### src/rtl/tensor_interp_grid_potential_unit_macros.svh
// Assertion macros for the grid potential unit.
`ifndef TENSOR_INTERP_GRID_POTENTIAL_UNIT_MACROS_SVH
`define TENSOR_INTERP_GRID_POTENTIAL_UNIT_MACROS_SVH

`ifndef ASSERT_OFF

`define TIGP_ASSERT(label, prop) \
  label: assert property (@(posedge clk) disable iff (!rst_n) (prop)) \
    else $error("tigp assertion failed");

`define TIGP_ASSERT_NEXT(label, ante, cons) \
  label: assert property (@(posedge clk) disable iff (!rst_n) (ante) |=> (cons)) \
    else $error("tigp assertion failed");

`else

`define TIGP_ASSERT(label, prop)

`define TIGP_ASSERT_NEXT(label, ante, cons)

`endif

`endif

### src/rtl/tigp_pkg.sv
package tigp_pkg;

  localparam int MAX_POINTS_PER_AXIS = 8;
  localparam int MAX_LEAF_SPAN       = 64;
  localparam int MAX_GRID_DIM        = 1024;

  localparam int CHARGE_DEPTH = MAX_POINTS_PER_AXIS * MAX_POINTS_PER_AXIS * MAX_POINTS_PER_AXIS;
  localparam int COEFF_DEPTH  = MAX_POINTS_PER_AXIS * MAX_LEAF_SPAN;
  localparam int CH_AW = (CHARGE_DEPTH > 1) ? $clog2(CHARGE_DEPTH) : 1;
  localparam int CO_AW = (COEFF_DEPTH > 1) ? $clog2(COEFF_DEPTH) : 1;

  localparam int MODE_W     = 3;
  localparam int ADDR_W     = 9;
  localparam int VALUE_W    = 32;
  localparam int IDX_W      = 10;
  localparam int ORDER_W    = 3;
  localparam int GS_W       = 11;
  localparam int FLAT_W     = 30;
  localparam int CONTRIB_W  = 48;
  localparam int CFG_IDX_W  = 2;
  localparam int CFG_DATA_W = 11;

  localparam int P_W  = $clog2(MAX_POINTS_PER_AXIS + 1);
  localparam int BX_W = IDX_W + P_W;

  localparam logic [MODE_W-1:0] MODE_LOAD_Q = 3'd0;
  localparam logic [MODE_W-1:0] MODE_LOAD_X = 3'd1;
  localparam logic [MODE_W-1:0] MODE_LOAD_Y = 3'd2;
  localparam logic [MODE_W-1:0] MODE_LOAD_Z = 3'd3;
  localparam logic [MODE_W-1:0] MODE_EVAL   = 3'd4;

  localparam logic [CFG_IDX_W-1:0] CFG_ORDER = 2'd0;
  localparam logic [CFG_IDX_W-1:0] CFG_YSIZE = 2'd1;
  localparam logic [CFG_IDX_W-1:0] CFG_ZSIZE = 2'd2;

  typedef struct packed {
    logic [P_W-1:0]  p;
    logic [GS_W-1:0] ys;
    logic [GS_W-1:0] zs;
  } cfg_t;

  typedef struct packed {
    logic            accept;
    logic            init;
    logic            issue;
    logic            wrap3;
    logic            wrap2;
    logic            load_out;
  } cmd_t;

  typedef struct packed {
    logic pipe_busy;
  } stat_t;

endpackage

### src/rtl/tigp_ctrl.sv
module tigp_ctrl (
  input  logic                          clk,
  input  logic                          rst_n,
  input  logic                          in_valid,
  input  logic [tigp_pkg::MODE_W-1:0]   in_mode,
  output logic                          in_stall,
  output logic                          out_valid,
  input  logic                          out_stall,
  input  tigp_pkg::cfg_t                cfg,
  input  tigp_pkg::stat_t               stat,
  output tigp_pkg::cmd_t                cmd
);

  typedef enum logic [2:0] {
    S_IDLE,
    S_LOAD,
    S_RUN,
    S_DRAIN
  } state_t;

  state_t                         state_r;
  logic                           out_valid_r;
  logic [tigp_pkg::P_W-1:0]       k1_r;
  logic [tigp_pkg::P_W-1:0]       k2_r;
  logic [tigp_pkg::P_W-1:0]       k3_r;
  logic [tigp_pkg::P_W-1:0]       pm1;
  logic                           last;

  assign in_stall  = !rst_n || (state_r != S_IDLE);
  assign out_valid = out_valid_r;
  assign pm1       = cfg.p - tigp_pkg::P_W'(1);

  always_comb begin
    cmd          = '0;
    cmd.accept   = in_valid && !in_stall;
    cmd.init     = (state_r == S_LOAD);
    cmd.issue    = (state_r == S_RUN);
    cmd.wrap3    = (state_r == S_RUN) && (k3_r == pm1);
    cmd.wrap2    = cmd.wrap3 && (k2_r == pm1);
    cmd.load_out = (state_r == S_DRAIN) && !stat.pipe_busy && (!out_valid_r || !out_stall);
    last         = cmd.wrap2 && (k1_r == pm1);
  end

  always_ff @(posedge clk) begin
    if (!rst_n) begin
      state_r     <= S_IDLE;
      out_valid_r <= 1'b0;
      k1_r        <= '0;
      k2_r        <= '0;
      k3_r        <= '0;
    end else begin
      if (cmd.load_out) begin
        out_valid_r <= 1'b1;
      end else if (!out_stall) begin
        out_valid_r <= 1'b0;
      end
      case (state_r)
        S_IDLE: begin
          if (cmd.accept && (in_mode == tigp_pkg::MODE_EVAL)) begin
            state_r <= S_LOAD;
          end
        end
        S_LOAD: begin
          k1_r    <= '0;
          k2_r    <= '0;
          k3_r    <= '0;
          state_r <= S_RUN;
        end
        S_RUN: begin
          k3_r <= cmd.wrap3 ? '0 : k3_r + tigp_pkg::P_W'(1);
          if (cmd.wrap3) begin
            k2_r <= cmd.wrap2 ? '0 : k2_r + tigp_pkg::P_W'(1);
          end
          if (cmd.wrap2) begin
            k1_r <= k1_r + tigp_pkg::P_W'(1);
          end
          if (last) begin
            state_r <= S_DRAIN;
          end
        end
        S_DRAIN: begin
          if (cmd.load_out) begin
            state_r <= S_IDLE;
          end
        end
        default: begin
          state_r <= S_IDLE;
        end
      endcase
    end
  end

endmodule

### config.mk
export PLATFORM = sky130hd
export DESIGN_NAME = tigp_ctrl
export DESIGN_NICKNAME = d
export VERILOG_FILES = /design/src/rtl/tensor_interp_grid_potential_unit_macros.svh /design/src/rtl/tigp_pkg.sv /design/src/rtl/tigp_ctrl.sv
export SDC_FILE = /design/constraint.sdc
export NUM_CORES = 1
export LEC_CHECK = 0
export BUFFER_PORTS_ARGS = -buffer_cell sky130_fd_sc_hd__buf_4
export CAP_MARGIN = 10
export CORE_MARGIN = 2
export CORE_UTILIZATION = 49
export DETAILED_ROUTE_END_ITERATION = 16
export GPL_TIMING_DRIVEN = 1
export HOLD_SLACK_MARGIN = 0.05
export PLACE_DENSITY_LB_ADDON = 0.3
export SLEW_MARGIN = 30
export SYNTH_ARGS = -nofsm -noshare
export SYNTH_HDL_FRONTEND = slang
export SYNTH_SLANG_ARGS = --single-unit
export TNS_END_PERCENT = 30
### constraint.sdc
create_clock -name clk -period 2.6 [get_ports clk]
set_clock_uncertainty 0.05 [all_clocks]
set_input_delay 0 -clock clk [delete_from_list [all_inputs] [get_ports clk]]
set_output_delay 0 -clock clk [all_outputs]
set_load 0.02 [all_outputs]
==> reports/metrics.csv, run 1 <==
stage,metric,value,unit
worst_hold_path,hp-class,in -> reg,
global_routing,grt_use_total,20.2,%
logic_synthesis,syn-num-nets,176,
final_layout,final_common_cell,buf_4,
cts,cts_num_sinks,15,
critical_path,cp.required,2.78,ns
logic_synthesis,syn_area,1150,um2
critical_path,end_kind,flop,
cts,root_buffer,clkbuf_4,
final_layout,layout_common_cells,"buf_4 (20), dfxtp_1 (15), nand2_1 (13)",
route,drc,0,
outcome,outcome,"complete, no violations",
timing,setup-violations-final,0,
timing,fin_hold_ws,0.166,ns
floorplan,row_count,17,
timing,rsz0062_at_grt,false,
global_routing,grt_overflow,0,
flow_run,cap_violations,0,
logic_synthesis,ys.warnings.count,0,
power_and_ir_drop,p_leak,0.000628,uW
timing,finalHoldViolCount,0,
critical_path,crit_type,reg -> reg,
logic_synthesis,synth_ff_type,dfxtp_1,
cts,insertion_delay,0.29,ns
critical_path,cp_slowest_cell,or3_1,
final_layout,antenna_cells,0,
route,drt_iter0_drc,16,
critical_path,crit_path_start,k2_r[2],
logic_synthesis,avgSynthCellArea,8.67,um2
route,drt-total-wl,2430,um
place,gp_congestion,0.824,
route,wl_per_cell,13.3,um
critical_path,rr_endpoint,k1_r[3],
place,portBuffers,19,
cts,postCtsSetupBuffers,0,
critical_path,reg2reg_depth,5,
final_layout,drive_above_1_share,17.5,%
global_routing,antenna_found_initial,0,
logic_synthesis,synth_top_area_cell,dfxtp_1,
timing,max_freq,0.458,GHz
power_and_ir_drop,pwr_density_cell,482,nW/um2
route,detail-route-antenna-nets,0,
critical_path,crit_fanout,11,
final_layout,syn2layout_area_growth,18.9,%
cts,cts_made_buffers,3,
critical_path,cp.arrival,2.36,ns
global_routing,grt_pass1_wl,4060,um
floorplan,core,2210,um2
floorplan,dieArea,2760,um2
power_and_ir_drop,peakVddDrop,0.000442,V
critical_path,r2r_slack,0.42,ns
final_layout,nets,198,
cts,cts_buffer_depth,2,
worst_hold_path,hold_depth,5,
critical_path,r2r-start,k2_r[2],
timing,min_period,2.18,ns
global_routing,grt_pass1_vias,961,
cts,htree_num_levels,1,
floorplan,start_util,52.1,%
route,vias,1031,
place,hpwl,1870,um
logic_synthesis,ys_async_sr_fraction,0,%
cts,cts_tree,done,
cts,clkTransAtPathRegs,0.09,ns
global_routing,grt_max_degree,21,
timing,worstMarginPinSlew,0.449,ns
route,via_per_inst,5.66,
logic_synthesis,synth_cell_types,38,
logic_synthesis,synth-seq-cells,15,
logic_synthesis,syn_inst,133,
floorplan,io-pin-count,42,
logic_synthesis,synth-edff-count,0,
critical_path,slowest_delay,0.47,ns
final_layout,fillers,202,
timing,fin_tns_setup,0,ns
critical_path,path_cells,"xor3_1, nor3_2, nand4_1, or3_1, a21oi_1",
timing,slew_headroom,69.7,%
critical_path,start_kind,flop,
logic_synthesis,synth_top_area_share,26.0,%
logic_synthesis,netlist_top_cells_area,"dfxtp_1 (26%), ha_1 (9.8%), xnor3_1 (7.8%)",
critical_path,crit_end,k1_r[3],
route,dr.pass1.iters,4,
timing,drv_slew,0,
floorplan,fp.dieH,52.5,um
floorplan,dieWidth,52.5,um
timing,period_share,83.9,%
logic_synthesis,yosysSeqAreaShare,26.0,%
==> cell type report <==
cell class	instances	area (um2)	share of cell area (%)
Clock buffer	3	22.5	1.64
Timing Repair Buffer	23	180	13.1
Multi-Input combinational cell	101	787	57.4
Clock inverter	1	5.00	0.365
Tap cell	28	35.0	2.55
Sequential cell	15	300	21.9
Inverter	11	41.3	3.01
==> metrics by stage <==
| stage | total power [uW] | util [%] | std cells | setup WS [ns] | cell area [um2] |
|---|---|---|---|---|---|
| 5_1_grt | 707 | 62.0 | 182 | 0.228 | 1370 |
| 2_1_floorplan | 444 | - | 133 | 0.592 | 1150 |
| 3_3_place_gp | 516 | 59.4 | 175 | 0.482 | 1310 |
| 3_5_place_dp | 525 | 59.4 | 175 | 0.437 | 1310 |
| 6_report | 661 | 62.0 | 182 | 0.417 | 1370 |
| 4_1_cts | 667 | 62.0 | 182 | 0.433 | 1370 |
==> logic make-up (layout without fill, tap and decap cells) <==
group	count (synthesis)	count (layout)	synth area share (%)
flip-flops	15	15	26.0
XOR/XNOR	15	15	17.5
AND/OR/NAND/NOR	50	50	24.4
adder cells (fa/ha/maj)	9	9	9.76
AO/OA/AOI/OAI	26	26	15.7
multiplexers	1	1	0.868
buffers and inverters	17	38	5.75
==> worst min path at each step <==
stage,startpoint,end
after floorplan,out_stall,cmd[0]
after global placement,out_stall,out_valid
after detailed placement,out_stall,out_valid
after CTS,in_mode[0],state_r[1]
after global routing,in_mode[0],state_r[0]
final,in_mode[0],state_r[1]
==> repair_timing <==
item,CTS,global route
endpoints found under the hold margin,12,0
hold buffers,3,0
resized for setup,0,0
==> flip-flops by register name, indices dropped and copies added, names as in the netlist <==
| name | flops |
|---|---|
| out_valid | 1 |
| state_r | 2 |
| k1_r | 4 |
| k3_r | 4 |
| k2_r | 4 |
==> power breakdown <==
| group | switching (uW) | internal (uW) |
|---|---|---|
| Sequential | 11.6 | 239 |
| Combinational | 153 | 118 |
| Clock | 81.5 | 57.3 |
==> worst max-delay path, delay by kind of cell, from the launching register on <==
kind             cells  cell delay, ns
flip-flops           1            0.40
AO/OA/AOI/OAI        1            0.15
XOR/XNOR             1            0.44
AND/OR/NAND/NOR      3            1.08
==> Yosys cell counts (all sizes together), types with 3 or more instances <==
cell	count
dfxtp	15
and3	4
nand3	7
inv	11
clkbuf	4
o21a	3
nor2	6
ha	9
a21oi	5
o21ai	3
xnor2	6
a21boi	4
nand2	13
nor2b	3
nand2b	4
xnor3	4
nand4	4
xor2	4
==> routing by layer <==
metal  track usage (%)  vias up  routed length, um
li1                  -      512                  -
met1              22.3      490               1000
met2              37.1       23               1270
met3              5.71        6                118
met4              5.98        0                 33
met5                 0        -                  0
Note: power is estimated with default switching activity, not from simulation.
==> inputs of run 2 (changes only) <==
==> constraint.sdc (replaced) <==
create_clock -name clk -period 2.1 [get_ports clk]
set_clock_uncertainty 0.05 [all_clocks]
set_input_delay 0 -clock clk [delete_from_list [all_inputs] [get_ports clk]]
set_output_delay 0 -clock clk [all_outputs]
set_load 0.02 [all_outputs]
==> run 2 against run 1 <==
Net effect: combinational power rose by 25%; via count rose by 1.4%; non-clock buffer count rose by 5; clock power rose by 24%.
==> reports/metrics.csv, run 2 (same netlist as run 1, synthesis figures left out) <==
stage,metric,value,unit,change
critical_path,end_kind,flop,,
power_and_ir_drop,pwr_density_cell,583,nW/um2,+21%
floorplan,io-pin-count,42,,unchanged
final_layout,final_util,63.7,%,+1.7 points
timing,max_freq,0.505,GHz,+10%
global_routing,met3_usage,2.57,%,-3.1 points
cts,cts_num_sinks,15,,unchanged
route,drt-total-wl,2520,um,+3.7%
global_routing,grt_overflow,0,,unchanged
final_layout,syn2layout_area_growth,22.1,%,
cts,cts_resized,0,,unchanged
critical_path,cp.required,2.28,ns,-0.50 ns
critical_path,crit_type,reg -> reg,,
timing,slew_headroom,72.7,%,+3.0 points
global_routing,grt_pass1_wl,4400,um,+8.3%
cts,root_buffer,clkbuf_4,,
floorplan,core,2210,um2,unchanged
cts,cts_buffer_depth,2,,unchanged
floorplan,fp.dieH,52.5,um,unchanged
timing,worstMarginPinSlew,0.404,ns,-0.0450 ns
floorplan,dieArea,2760,um2,unchanged
floorplan,start_util,52.1,%,unchanged
timing,setup-violations-final,0,,unchanged
cts,cts_tree,done,,
worst_hold_path,worst_hold_path.endpoint,state_r[1],,
worst_hold_path,hp-class,in -> reg,,
route,detail-route-antenna-nets,0,,unchanged
place,portBuffers,19,,unchanged
timing,drv_slew,0,,unchanged
cts,clkTransAtPathRegs,0.10,ns,about the same
final_layout,final_common_cell,buf_4,,
timing,period_share,94.3,%,+10 points
worst_hold_path,hold_depth,5,,unchanged
floorplan,row_count,17,,unchanged
worst_hold_path,min_from,in_mode[0],,
critical_path,r2r_slack,0.12,ns,-0.30 ns
global_routing,grtUsageMet1,25.4,%,+3.1 points
final_layout,drive_above_1_share,20.1,%,+2.6 points
floorplan,dieWidth,52.5,um,unchanged
route,drt_iter0_drc,13,,-3
cts,cts_made_buffers,3,,unchanged
power_and_ir_drop,peakVddDrop,0.000545,V,+23%
critical_path,start_kind,flop,,
cts,htree_num_levels,1,,unchanged
global_routing,antenna_found_initial,0,,unchanged
place,place_area,1340,um2,+1.7%
global_routing,grt_max_degree,21,,unchanged
power_and_ir_drop,p_leak,0.000650,uW,+3.6%
global_routing,grt_use_total,21.3,%,+1.1 points
final_layout,reg_top3,"k1_r (4), k2_r (4), k3_r (4)",,
global_routing,use_met2,39.4,%,+2.3 points
route,via_per_inst,5.59,,-1.4%
flow_run,cap_violations,0,,unchanged
cts,insertion_delay,0.28,ns,about the same
final_layout,nets,203,,+2.5%
critical_path,rr_endpoint,k1_r[2],,
place,gp_congestion,0.821,,-0.29%
timing,min_period,1.98,ns,-0.203 ns
route,dr.pass1.iters,4,,unchanged
final_layout,stdcell_area,1410,um2,+2.7%
global_routing,grt_pass1_vias,1029,,+7.1%
critical_path,reg2reg_depth,6,,+1
route,vias,1045,,+1.4%
global_routing,busiest_layer,met2,,
final_layout,layout_common_cells,"buf_4 (25), dfxtp_1 (15), nand2_1 (13)",,
critical_path,r2r-start,k3_r[2],,
route,wl_per_cell,13.5,um,+0.94%
critical_path,crit_fanout,5,,-6
timing,finalHoldViolCount,0,,unchanged
place,hpwl,1890,um,+1.3%
timing,fin_tns_setup,0,ns,unchanged
outcome,outcome,"complete, no violations",,
route,drc,0,,unchanged
timing,rsz0062_at_grt,false,,
final_layout,antenna_cells,0,,unchanged
critical_path,cp.arrival,2.16,ns,-0.20 ns
run 2: what timing repair did:
action | in CTS | in global routing
hold endpoints to repair | 12 | 0
pin swaps | 1 | 2
hold buffers | 3 | 0
endpoints found under the setup margin | 1 | 3
setup buffers | 1 | 1
run 2: worst max-delay path, stage by stage (launching register included):
cell and delay, ns:
dfxtp_1 0.36, xnor3_1 0.40, and4_1 0.26, nand4_1 0.20
buf_4 0.21, or3_1 0.30, a21oi_1 0.14
run 2: cell type report:
type / count / area, um2
multi-input cells: 101 / 787
flip-flops and latches: 15 / 300
inverters: 11 / 41.3
clock buffers: 3 / 22.5
well taps: 28 / 35.0
repair buffers: 28 / 218
clock inverters: 1 / 5.00
fillers: 195 / 803
run 2: metal layers:
metal,vias up,routed length (um)
met1,505,1160
li1,525,-
met3,2,67
met4,0,10
met2,13,1270
met5,-,0
run 2: power by group:
part,internal (uW),switching (uW)
Sequential,297,13.5
Combinational,148,192
Clock,70.7,102
run 2: how the worst max path moves through the flow:
stage / to / slack, ns / startpoint / depth (start not counted)
2_1_floorplan: k1_r[2] / 0.09 / state_r[0] / 8
3_3_place_gp: k1_r[3] / 0.12 / cfg[23] / 8
3_5_place_dp: k1_r[3] / 0.02 / cfg[23] / 8
4_1_cts: state_r[0] / 0.06 / k2_r[2] / 6
5_1_grt: k1_r[2] / 0.02 / k3_r[2] / 6
6_report: k1_r[2] / 0.12 / k3_r[2] / 6
run 2: through the flow:
step / total power (uW) / setup WS (ns) / hold slack (ns) / cells
2_1_floorplan: 549 / 0.0923 / 0.0826 / 133
3_3_place_gp: 640 / 0.122 / 0.224 / 178
3_5_place_dp: 651 / 0.0165 / 0.232 / 178
4_1_cts: 829 / 0.0561 / 0.154 / 186
5_1_grt: 875 / 0.0162 / 0.212 / 187
6_report: 822 / 0.120 / 0.159 / 187
